==> src/rtl/core/tick_uptime_task_timer_table_defines.svh <==
// assertion macros shared by the timer table rtl
// no dependencies; included by files that carry assertions
`ifndef TICK_UPTIME_TASK_TIMER_TABLE_DEFINES_SVH
`define TICK_UPTIME_TASK_TIMER_TABLE_DEFINES_SVH

// property that must hold on every clock edge out of reset
`define TUT_ASSERT_ALWAYS(label, clk, rst_n, expr) \
    label: assert property (@(posedge clk) disable iff (!rst_n) (expr)) \
        else $error("tut: invariant violated");

// condition in one cycle implies a consequence in the next
`define TUT_ASSERT_NEXT(label, clk, rst_n, cond, conseq) \
    label: assert property (@(posedge clk) disable iff (!rst_n) (cond) |=> (conseq)) \
        else $error("tut: next-cycle check failed");

`endif

==> src/rtl/core/tut_pkg.sv <==
// types, codes and constants of the timer table
// no dependencies; imported by tut_cell and the top level
package tut_pkg;

    localparam int unsigned DEF_TASK_SLOTS   = 8;
    localparam int unsigned MICROS_PER_SEC   = 1000000;
    localparam int unsigned DEF_TICK_US      = 1000;
    localparam logic [15:0] DEF_TICK_LEN     = 16'(DEF_TICK_US);
    localparam logic [15:0] DEF_TICKS_PER_S  = 16'(MICROS_PER_SEC / DEF_TICK_US);
    localparam int unsigned REM_W            = 17;

    typedef enum logic [1:0] {
        MODE_TICK = 2'd0,
        MODE_ADD  = 2'd1,
        MODE_DEL  = 2'd2,
        MODE_READ = 2'd3
    } t_mode;

    typedef enum logic [2:0] {
        KIND_ADDED     = 3'd0,
        KIND_FULL      = 3'd1,
        KIND_DELETED   = 3'd2,
        KIND_FIRED     = 3'd3,
        KIND_UPTIME    = 3'd4,
        KIND_TICK_DONE = 3'd5
    } t_kind;

    typedef enum logic {
        CFG_TICKS_PER_SECOND = 1'b0,
        CFG_TICK_LENGTH_US   = 1'b1
    } t_cfg_reg;

    typedef enum logic [1:0] {
        ST_IDLE,
        ST_WALK,
        ST_DONE
    } t_state;

    typedef enum logic {
        OP_DEC,
        OP_ADD
    } t_cell_op;

    // command broadcast to every cell of the chain
    typedef struct packed {
        t_cell_op    op;
        logic        del;
        logic [2:0]  del_idx;
        logic [15:0] interval;
        logic [15:0] tag;
    } t_cell_cmd;

    // event a cell reports when the token hits it
    typedef struct packed {
        logic        hit;
        logic [15:0] tag;
    } t_cell_ev;

    typedef struct packed {
        t_kind       kind;
        logic [2:0]  slot;
        logic [15:0] tag;
        logic [31:0] secs;
        logic [31:0] micros;
        logic        last;
    } t_result;

    function automatic t_result mk_result(t_kind kind, logic [2:0] slot, logic [15:0] tag,
                                          logic [31:0] secs, logic [31:0] micros,
                                          logic last);
        t_result r;
        r.kind   = kind;
        r.slot   = slot;
        r.tag    = tag;
        r.secs   = secs;
        r.micros = micros;
        r.last   = last;
        return r;
    endfunction

endpackage

==> src/rtl/core/tut_cell.sv <==
// one timer slot of the chain: valid mark, remaining seconds, tag
// depends on tut_pkg
module tut_cell import tut_pkg::*; #(
    parameter int unsigned CELL_IDX = 0
) (
    input  logic      i_clk,
    input  logic      i_rst_n,
    input  t_cell_cmd i_cmd,
    input  logic      i_tok,
    output logic      o_tok,
    output t_cell_ev  o_ev
);

    logic                    r_valid;
    logic signed [REM_W-1:0] r_rem;
    logic [15:0]             r_tag;
    logic                    r_tok;
    logic                    r_ev_hit;
    logic [15:0]             r_ev_tag;
    logic signed [REM_W-1:0] n_rem;
    logic                    w_del_me;
    logic                    w_fire;
    logic                    w_take;

    assign n_rem    = r_rem - REM_W'(1);
    assign w_del_me = i_cmd.del && (32'(i_cmd.del_idx) == CELL_IDX);
    assign w_fire   = i_tok && (i_cmd.op == OP_DEC) && r_valid && (n_rem <= 0);
    assign w_take   = i_tok && (i_cmd.op == OP_ADD) && !r_valid;

    always_ff @(posedge i_clk) begin
        if (!i_rst_n) begin
            r_valid  <= 1'b0;
            r_tok    <= 1'b0;
            r_ev_hit <= 1'b0;
        end else begin
            // add stops the token at the first free slot, decrement passes it on
            r_tok    <= i_tok && !w_take;
            r_ev_hit <= w_fire || w_take;
            if (w_del_me || w_fire) begin
                r_valid <= 1'b0;
            end else if (w_take) begin
                r_valid <= 1'b1;
            end
        end
    end

    always_ff @(posedge i_clk) begin
        if (i_tok && (i_cmd.op == OP_DEC) && r_valid) begin
            r_rem <= n_rem;
        end else if (w_take) begin
            r_rem <= REM_W'(i_cmd.interval);
        end
        if (w_take) begin
            r_tag <= i_cmd.tag;
        end
        r_ev_tag <= r_tag;
    end

    assign o_tok     = r_tok;
    assign o_ev.hit  = r_ev_hit;
    assign o_ev.tag  = r_ev_tag;

endmodule

==> src/rtl/core/tick_uptime_task_timer_table.sv <==
// One-shot timer table with an uptime counter.
// Command channel: start with i_mode and its operands is taken when busy is low.
// Modes: tick, add timer, delete timer, read uptime.
// Results come out on o_strobe, one word per cycle, o_last set on the final word
// of a command; the receiver has no backpressure and must take every word.
// A tick that does not finish a second, a delete and an uptime read give
// their word in the cycle after start, with busy staying low.
// A tick that finishes a second sends a token down the chain of TASK_SLOTS
// cells, one cell per cycle; each cell whose timer runs out reports a fired
// word in slot order, then the tick-done word follows.
// An add walks the same chain until the first free cell takes it and gives
// an added word, or a table-full word when no cell is free.
// The chain walk sets the rate: busy stays high while the token is in flight.
// Configuration: i_cfg_valid/o_cfg_ready write port, index 0 ticks per second,
// index 1 tick length in microseconds, both 1000 after reset.
// Reset (synchronous, active low) clears the prescaler, the seconds count
// and all valid marks; timer counts and tags are undefined until added.
// depends on tut_pkg, tut_cell and tick_uptime_task_timer_table_defines.svh
`include "tick_uptime_task_timer_table_defines.svh"

module tick_uptime_task_timer_table import tut_pkg::*; #(
    parameter int unsigned TASK_SLOTS = DEF_TASK_SLOTS
) (
    input  logic        i_clk,
    input  logic        i_rst_n,
    input  logic        start,
    output logic        busy,
    input  logic [1:0]  i_mode,
    input  logic [15:0] i_interval_seconds,
    input  logic [15:0] i_task_tag,
    input  logic [2:0]  i_slot_index,
    output logic        o_strobe,
    output logic [2:0]  o_kind,
    output logic [2:0]  o_slot,
    output logic [15:0] o_fired_tag,
    output logic [31:0] o_uptime_seconds,
    output logic [31:0] o_uptime_micros,
    output logic        o_last,
    input  logic        i_cfg_valid,
    output logic        o_cfg_ready,
    input  logic        i_cfg_index,
    input  logic [15:0] i_cfg_data
);

    localparam int unsigned SLOT_W = (TASK_SLOTS > 1) ? $clog2(TASK_SLOTS) : 1;

    t_state      r_state,    n_state;
    logic [15:0] r_tps;
    logic [15:0] r_tlen;
    logic [15:0] r_prescale, n_prescale;
    logic [31:0] r_seconds,  n_seconds;
    logic        r_inj,      n_inj;
    t_cell_cmd   r_cmd,      n_cmd;
    logic        r_strobe,   n_strobe;
    t_result     r_res,      n_res;

    logic [TASK_SLOTS:0]   w_tok;
    t_cell_ev              w_ev [TASK_SLOTS];
    logic [TASK_SLOTS-1:0] w_ev_hits;
    logic                  w_ev_any;
    logic [15:0]           w_ev_tag;
    logic [SLOT_W-1:0]     w_ev_slot;
    logic [15:0]           w_pre_inc;
    logic [31:0]           w_micros;

    // chain of timer cells, token enters at cell 0
    assign w_tok[0] = r_inj;

    for (genvar g = 0; g < TASK_SLOTS; g++) begin : g_cell
        tut_cell #(
            .CELL_IDX (g)
        ) u_cell (
            .i_clk   (i_clk),
            .i_rst_n (i_rst_n),
            .i_cmd   (r_cmd),
            .i_tok   (w_tok[g]),
            .o_tok   (w_tok[g+1]),
            .o_ev    (w_ev[g])
        );
        assign w_ev_hits[g] = w_ev[g].hit;
    end

    // at most one cell reports per cycle, so an or-merge picks it
    always_comb begin
        w_ev_tag  = '0;
        w_ev_slot = '0;
        for (int i = 0; i < TASK_SLOTS; i++) begin
            if (w_ev[i].hit) begin
                w_ev_tag  = w_ev_tag | w_ev[i].tag;
                w_ev_slot = w_ev_slot | SLOT_W'(i);
            end
        end
    end

    assign w_ev_any  = |w_ev_hits;
    assign w_pre_inc = r_prescale + 16'd1;
    assign w_micros  = 32'(r_tlen) * 32'(r_prescale);

    always_comb begin
        n_state    = r_state;
        n_prescale = r_prescale;
        n_seconds  = r_seconds;
        n_inj      = 1'b0;
        n_cmd      = r_cmd;
        n_cmd.del  = 1'b0;
        n_strobe   = 1'b0;
        n_res      = r_res;
        unique case (r_state)
            ST_IDLE: begin
                if (start) begin
                    unique case (t_mode'(i_mode))
                        MODE_TICK: begin
                            if (w_pre_inc >= r_tps) begin
                                n_prescale = '0;
                                n_seconds  = r_seconds + 32'd1;
                                n_inj      = 1'b1;
                                n_cmd.op   = OP_DEC;
                                n_state    = ST_WALK;
                            end else begin
                                n_prescale = w_pre_inc;
                                n_strobe   = 1'b1;
                                n_res      = mk_result(KIND_TICK_DONE, '0, '0, '0, '0, 1'b1);
                            end
                        end
                        MODE_ADD: begin
                            n_inj        = 1'b1;
                            n_cmd.op     = OP_ADD;
                            n_cmd.interval = i_interval_seconds;
                            n_cmd.tag    = i_task_tag;
                            n_state      = ST_WALK;
                        end
                        MODE_DEL: begin
                            n_cmd.del     = 1'b1;
                            n_cmd.del_idx = i_slot_index;
                            n_strobe      = 1'b1;
                            n_res = mk_result(KIND_DELETED, i_slot_index, '0, '0, '0, 1'b1);
                        end
                        MODE_READ: begin
                            n_strobe = 1'b1;
                            n_res = mk_result(KIND_UPTIME, '0, '0, r_seconds, w_micros, 1'b1);
                        end
                        default: ;
                    endcase
                end
            end
            ST_WALK: begin
                if (w_ev_any) begin
                    n_strobe = 1'b1;
                    if (r_cmd.op == OP_DEC) begin
                        n_res = mk_result(KIND_FIRED, 3'(w_ev_slot), w_ev_tag, '0, '0, 1'b0);
                    end else begin
                        n_res   = mk_result(KIND_ADDED, 3'(w_ev_slot), '0, '0, '0, 1'b1);
                        n_state = ST_IDLE;
                    end
                end
                if (w_tok[TASK_SLOTS]) begin
                    if (r_cmd.op == OP_DEC) begin
                        n_state = ST_DONE;
                    end else begin
                        n_strobe = 1'b1;
                        n_res    = mk_result(KIND_FULL, '0, '0, '0, '0, 1'b1);
                        n_state  = ST_IDLE;
                    end
                end
            end
            ST_DONE: begin
                n_strobe = 1'b1;
                n_res    = mk_result(KIND_TICK_DONE, '0, '0, '0, '0, 1'b1);
                n_state  = ST_IDLE;
            end
            default: n_state = ST_IDLE;
        endcase
    end

    always_ff @(posedge i_clk) begin
        if (!i_rst_n) begin
            r_state    <= ST_IDLE;
            r_tps      <= DEF_TICKS_PER_S;
            r_tlen     <= DEF_TICK_LEN;
            r_prescale <= '0;
            r_seconds  <= '0;
            r_inj      <= 1'b0;
            r_cmd      <= '0;
            r_strobe   <= 1'b0;
        end else begin
            r_state    <= n_state;
            r_prescale <= n_prescale;
            r_seconds  <= n_seconds;
            r_inj      <= n_inj;
            r_cmd      <= n_cmd;
            r_strobe   <= n_strobe;
            if (i_cfg_valid && o_cfg_ready) begin
                unique case (t_cfg_reg'(i_cfg_index))
                    CFG_TICKS_PER_SECOND: r_tps  <= i_cfg_data;
                    CFG_TICK_LENGTH_US:   r_tlen <= i_cfg_data;
                    default: ;
                endcase
            end
        end
    end

    always_ff @(posedge i_clk) begin
        r_res <= n_res;
    end

    assign busy             = (r_state != ST_IDLE);
    assign o_cfg_ready      = 1'b1;
    assign o_strobe         = r_strobe;
    assign o_kind           = r_res.kind;
    assign o_slot           = r_res.slot;
    assign o_fired_tag      = r_res.tag;
    assign o_uptime_seconds = r_res.secs;
    assign o_uptime_micros  = r_res.micros;
    assign o_last           = r_res.last;

    `TUT_ASSERT_ALWAYS(a_single_token, i_clk, i_rst_n, $onehot0(w_tok))
    `TUT_ASSERT_ALWAYS(a_single_event, i_clk, i_rst_n, $onehot0(w_ev_hits))
    `TUT_ASSERT_ALWAYS(a_idle_chain_empty, i_clk, i_rst_n, !(r_state == ST_IDLE) || (w_tok == '0))
    `TUT_ASSERT_NEXT(a_start_progress, i_clk, i_rst_n, start && !busy, o_strobe || busy)

endmodule
==> config.mk <==
export PLATFORM = sky130hd
export DESIGN_NAME = tick_uptime_task_timer_table
export DESIGN_NICKNAME = d
export VERILOG_FILES = /design/src/rtl/core/tut_pkg.sv /design/src/rtl/core/tut_cell.sv /design/src/rtl/core/tick_uptime_task_timer_table.sv
export VERILOG_INCLUDE_DIRS = /design/src /design/src/rtl/core
export SDC_FILE = /design/constraint.sdc
export NUM_CORES = 2
export LEC_CHECK = 0
export BUFFER_PORTS_ARGS = -buffer_cell sky130_fd_sc_hd__buf_2
export CAP_MARGIN = 25
export CORE_UTILIZATION = 63
export DETAILED_ROUTE_END_ITERATION = 6
export PLACE_DENSITY = 0.81
export SLEW_MARGIN = 10
export SYNTH_ARGS = -nofsm -noshare
export SYNTH_HDL_FRONTEND = slang
export SYNTH_SLANG_ARGS = --single-unit
==> constraint.sdc <==
create_clock -name i_clk -period 8.96 [get_ports i_clk]
set_input_delay 0 -clock i_clk [delete_from_list [all_inputs] [get_ports i_clk]]
set_output_delay 0 -clock i_clk [all_outputs]
set_load 0.1 [all_outputs]
==> qor_table.md <==
| Step | Parameter | Reported |
|:---|:---|:---|
| run status | Outcome | complete, but fails checks |
| run status | Violated checks | design-rule violations |
| setup path | Setup crit end kind | register |
| global routing | Number of global-route vias before repair | 25,400 |
| synth | Count of state elements after synthesis | 624 |
| setup path | Cell with the largest stage delay on the worst path | sky130_fd_sc_hd__dfxtp_1 |
| layout | Sequential cell area | 16,000 sq um |
| synth | Synth warnings | 0 |
| placement | Detailed placement HPWL | 57.0 mm |
| sta | Final period utilization | 73.7% |
| placement | Port-buffer cells | 146 |
| clock network | Post-cts repair resize count | 0 |
| synth | Sequential fraction of the synthesis area | 46.5% |
| power and ir drop | Power density over the cells | 164 nW/um^2 |
| power and ir drop | Worst ir drop on vdd | 0.172 mV |
| synth | Top FF cell, synth | sky130_fd_sc_hd__edfxtp_1 |
| detailed routing | Routed wire length | 87.0 mm |
| sta | Measured slew at the worst slew-check pin | 1.11 ns |
| detailed routing | Routed length per instance | 20.6 microns |
| setup path | CP Max Fanout | 21 |
| setup path | Arrival time worst endpoint | 6.97 ns |
| synth | Avg Inst Size Synth | 10.3 sq um |
| die | Horiz. Die Dim | 236 microns |
| detailed routing | Post-detailed-route DRC marker count | 3 |
| placement | Post-placement cell area | 35,400 sq um |
| die | # rows | 85 |
| power and ir drop | Leakage power of the design | 15.4 nW |
| sta | Achievable frequency | 0.151 GHz |
| sta | Aggregate negative setup slack | 0 ns |
| global routing | Initial antenna violation count | 3 |
| layout | Final Util | 70.8% |
| detailed routing | Post-route antenna net violation count | 0 |
| power and ir drop | Combinational share of power | 8.6% |
| die | Starting utilization of the core area | 63.9% |
| sta | Setup Skew | 0.0337 ns |
| sta | Normalized max-slew margin | 26.2% |
| die | Die height | 236 microns |
| setup path | Cell-by-cell listing of the critical path | nand2_1 -> fa_1 -> inv_1 -> fa_1 -> inv_1 -> fa_1 -> inv_1 -> fa_1 -> fa_1 -> inv_1 -> fa_1 -> inv_1 -> ha_1 -> nand4_1 -> nor2_1 -> o211ai_1 -> a211oi_1 -> a311oi_1 -> xor2_1 -> o21ai_0 |
| synth | Post-synthesis cell count | 3,355 |
| power and ir drop | Switching power of the nets | 1.64 mW |
| die | Area of the core region | 53,900 sq um |
| clock network | Clock slew at reported path FFs | 0.07 ns |
| hold path | Worst min path class | in2reg |
| layout | Share of post-route cells with drive strength above 1 | 8.93% |
| layout | Layout fillers | 3,674 |
| clock network | Skew-Pair Late Insertion Delay | 0.64 ns |
| power and ir drop | Pint | 4.63 mW |
| setup path | Critical Setup Path Class | reg2reg |
| sta | Endpoints failing setup | 0 |
| power and ir drop | Clock network power share | 41.1% |
| run | Max-capacitance violation count | 0 |
| clock network | Clock sinks | 624 |
| global routing | Wire length of the first global-routing pass | 137 mm |
| clock network | Number of buffers inserted for hold repair after clock tree synthesis | 66 |
| clock network | Clock tree root driver cell | sky130_fd_sc_hd__clkbuf_16 |
| die | # IOs | 148 |
| placement | Global placer's final weighted congestion | 0.974 |
| synth | Synth async-reset ratio | 0% |
| power and ir drop | Part of the power in registers | 50.2% |
| sta | Slew Limit Fails | 0 |
| detailed routing | Post-detailed-route via-to-cell ratio | 6.10 |
| clock network | Number of buffers inserted to repair setup after CTS | 0 |
| clock network | Clock buffer depth | 3 |
| detailed routing | Number of DRC violations after detailed-routing iteration 0 | 2,612 |
| power and ir drop | Switching share of power | 26.2% |
| setup path | Critical Path RT | 9.32 ns |
| detailed routing | DR vias | 25,700 |
| setup path | CP dominant cell by count | sky130_fd_sc_hd__fa_1 |
| sta | Unrepaired setup endpoints after global routing | no |
| sta | Min Tclk post-route | 6.61 ns |
| clock network | Clock buffer count from CTS | 61 |
| synth | Post-synth net total | 3,754 |
| detailed routing | Drt first pass iters | 7 |
| sta | Final Hold Fails | 0 |
| setup path | Sort of element at the start of the critical path | register |
| synth | Post-synth EDFFs | 351 |
| layout | Post-layout nets | 3,861 |
| die | Floorplan die area | 55,600 sq um |
| clock network | Clock tree from TritonCTS | built |
| global routing | Maximum number of pins on one net before global-route repair | 77 |
| clock network | H-tree level count | 2 |
| global routing | Gr ovfl total | 0 |
| synth | Post-synthesis cell area | 34,400 sq um |
| synth | Number of distinct library cells after synthesis | 79 |
| setup path | Largest stage delay on the critical path | 0.81 ns |
| layout | Finished Layout Cells | 4,215 |
| layout | Multi-input combinational cell area | 16,600 sq um |
| global routing | Global Route Usage Sum | 31.3% |
| layout | Area growth syn-to-layout | 10.9% |
| layout | Final design area excluding fillers | 38,200 sq um |
| placement | Post-Place Cells | 4,027 |
## worst max-delay path, delay by kind of cell, from the launching register on
family                     cells  cell delay (ns)
adders and majority gates      7             3.39
DFF                            1             0.81
xor gates and xnor gates       1             0.19
AOI/OAI and AO/OA              4             1.22
buffers and inverters          5             0.25
and+or+nand+nor                3             0.46
## Yosys cell counts (all sizes together) (71+ instances only)
cell    instances  area share (%)
a21oi         153             2.2
and2          129             2.3
clkbuf        169             1.8
dfxtp         273              16
edfxtp        351              31
fa            194              11
ha            147             5.3
inv           287             3.1
nand2         512             5.6
nor2          161             1.8
o21ai         184             2.7
xnor2         115             2.9
xor2           71             1.8
## power groups by stage
stage,sequential [mW],clock [mW],combinational [mW]
floorplan,3.45,0,0.147
global placement,3.21,0,0.496
detailed placement,3.21,0,0.504
CTS,3.15,2.59,0.530
global route,3.15,2.71,0.563
finish,3.15,2.58,0.542
## kinds of logic (layout without fill, tap and decap cells)
kind of cell / Yosys count / in the layout / synth area share [%]
AOI/OAI and AO/OA: 560 / 560 / 10.0
other: 1 / 5 / 0.0109
DFF: 624 / 624 / 46.5
xor gates and xnor gates: 186 / 186 / 4.73
and+or+nand+nor: 1154 / 1154 / 16.4
buffers and inverters: 479 / 639 / 5.44
adders and majority gates: 341 / 341 / 16.6
muxes: 10 / 10 / 0.312
## per-layer routing
| metal | track usage, % | part of all wire, % | up-vias |
|---|---|---|---|
| met1 | 41.6 | 40 | 12500 |
| met2 | 50.9 | 47 | 1305 |
| met4 | 14.3 | 4.9 | 2 |
| met3 | 4.72 | 8.4 | 249 |
| met5 | 0 | 0.014 | - |
| li1 | - | - | 11600 |
## flip-flops by register name (all words and copies together), names as in the netlist, 2 cells and up
signal,count
g_cell.u_cell.o_tok,8
g_cell.u_cell.r_ev_hit,8
g_cell.u_cell.r_ev_tag,128
g_cell.u_cell.r_rem,136
g_cell.u_cell.r_tag,128
g_cell.u_cell.r_valid,8
o_fired_tag,16
o_kind,3
o_slot,3
o_uptime_micros,32
o_uptime_seconds,32
r_cmd,37
r_prescale,16
r_seconds,32
r_state,2
r_tlen,16
r_tps,16
## metrics by stage
stage	setup WS, ns	hold slack, ns	total power [mW]
after floorplan	1.34	0.124	3.60
after global placement	2.70	0.241	3.70
after detailed placement	2.49	0.246	3.71
after CTS	2.48	0.00978	6.27
after global routing	2.12	0.0208	6.43
final	2.35	0.0421	6.27
## layout make-up
cell class                 count  area share, %
clock inverter                26          0.645
multi-input combinational   2252           43.4
tap                          696           2.28
sequential                   624           41.9
clock buffer                  90           4.66
inverter                     288           2.84
timing repair buffer         235           4.22
antenna                        4         0.0262
## path summary, 6_finish.rpt
check                                               start                      endpoint  slack, ns  depth (start not counted)
worst max-delay path                        r_prescale[7]           o_uptime_micros[29]       2.35                         20
worst min register to register  g_cell[3].u_cell.r_tag[1]  g_cell[3].u_cell.r_ev_tag[1]       0.32                          0
worst max register to register              r_prescale[7]           o_uptime_micros[29]       2.35                         20
worst min-delay path                            i_mode[1]                     o_kind[2]       0.04                          4
## cell usage in the layout, fill, tap and decap left out, types with 22 or more instances in the layout
master,count
sky130_fd_sc_hd__nand4_1,36
sky130_fd_sc_hd__nand2_1,512
sky130_fd_sc_hd__ha_1,147
sky130_fd_sc_hd__dlygate4sd3_1,66
sky130_fd_sc_hd__and2_1,128
sky130_fd_sc_hd__nor2_1,150
sky130_fd_sc_hd__xnor2_1,115
sky130_fd_sc_hd__xor2_1,71
sky130_fd_sc_hd__fa_1,194
sky130_fd_sc_hd__nor3_1,59
sky130_fd_sc_hd__edfxtp_1,351
sky130_fd_sc_hd__dfxtp_1,273
sky130_fd_sc_hd__nand3b_1,26
sky130_fd_sc_hd__nand3_1,43
sky130_fd_sc_hd__and3_1,27
sky130_fd_sc_hd__inv_1,287
sky130_fd_sc_hd__clkbuf_16,65
sky130_fd_sc_hd__a21o_1,22
sky130_fd_sc_hd__a22oi_1,66
sky130_fd_sc_hd__nor4_1,35
sky130_fd_sc_hd__o21ai_0,180
sky130_fd_sc_hd__a21oi_1,153
sky130_fd_sc_hd__buf_2,146
sky130_fd_sc_hd__a22o_1,35
Power figures use the tool's default switching activity.
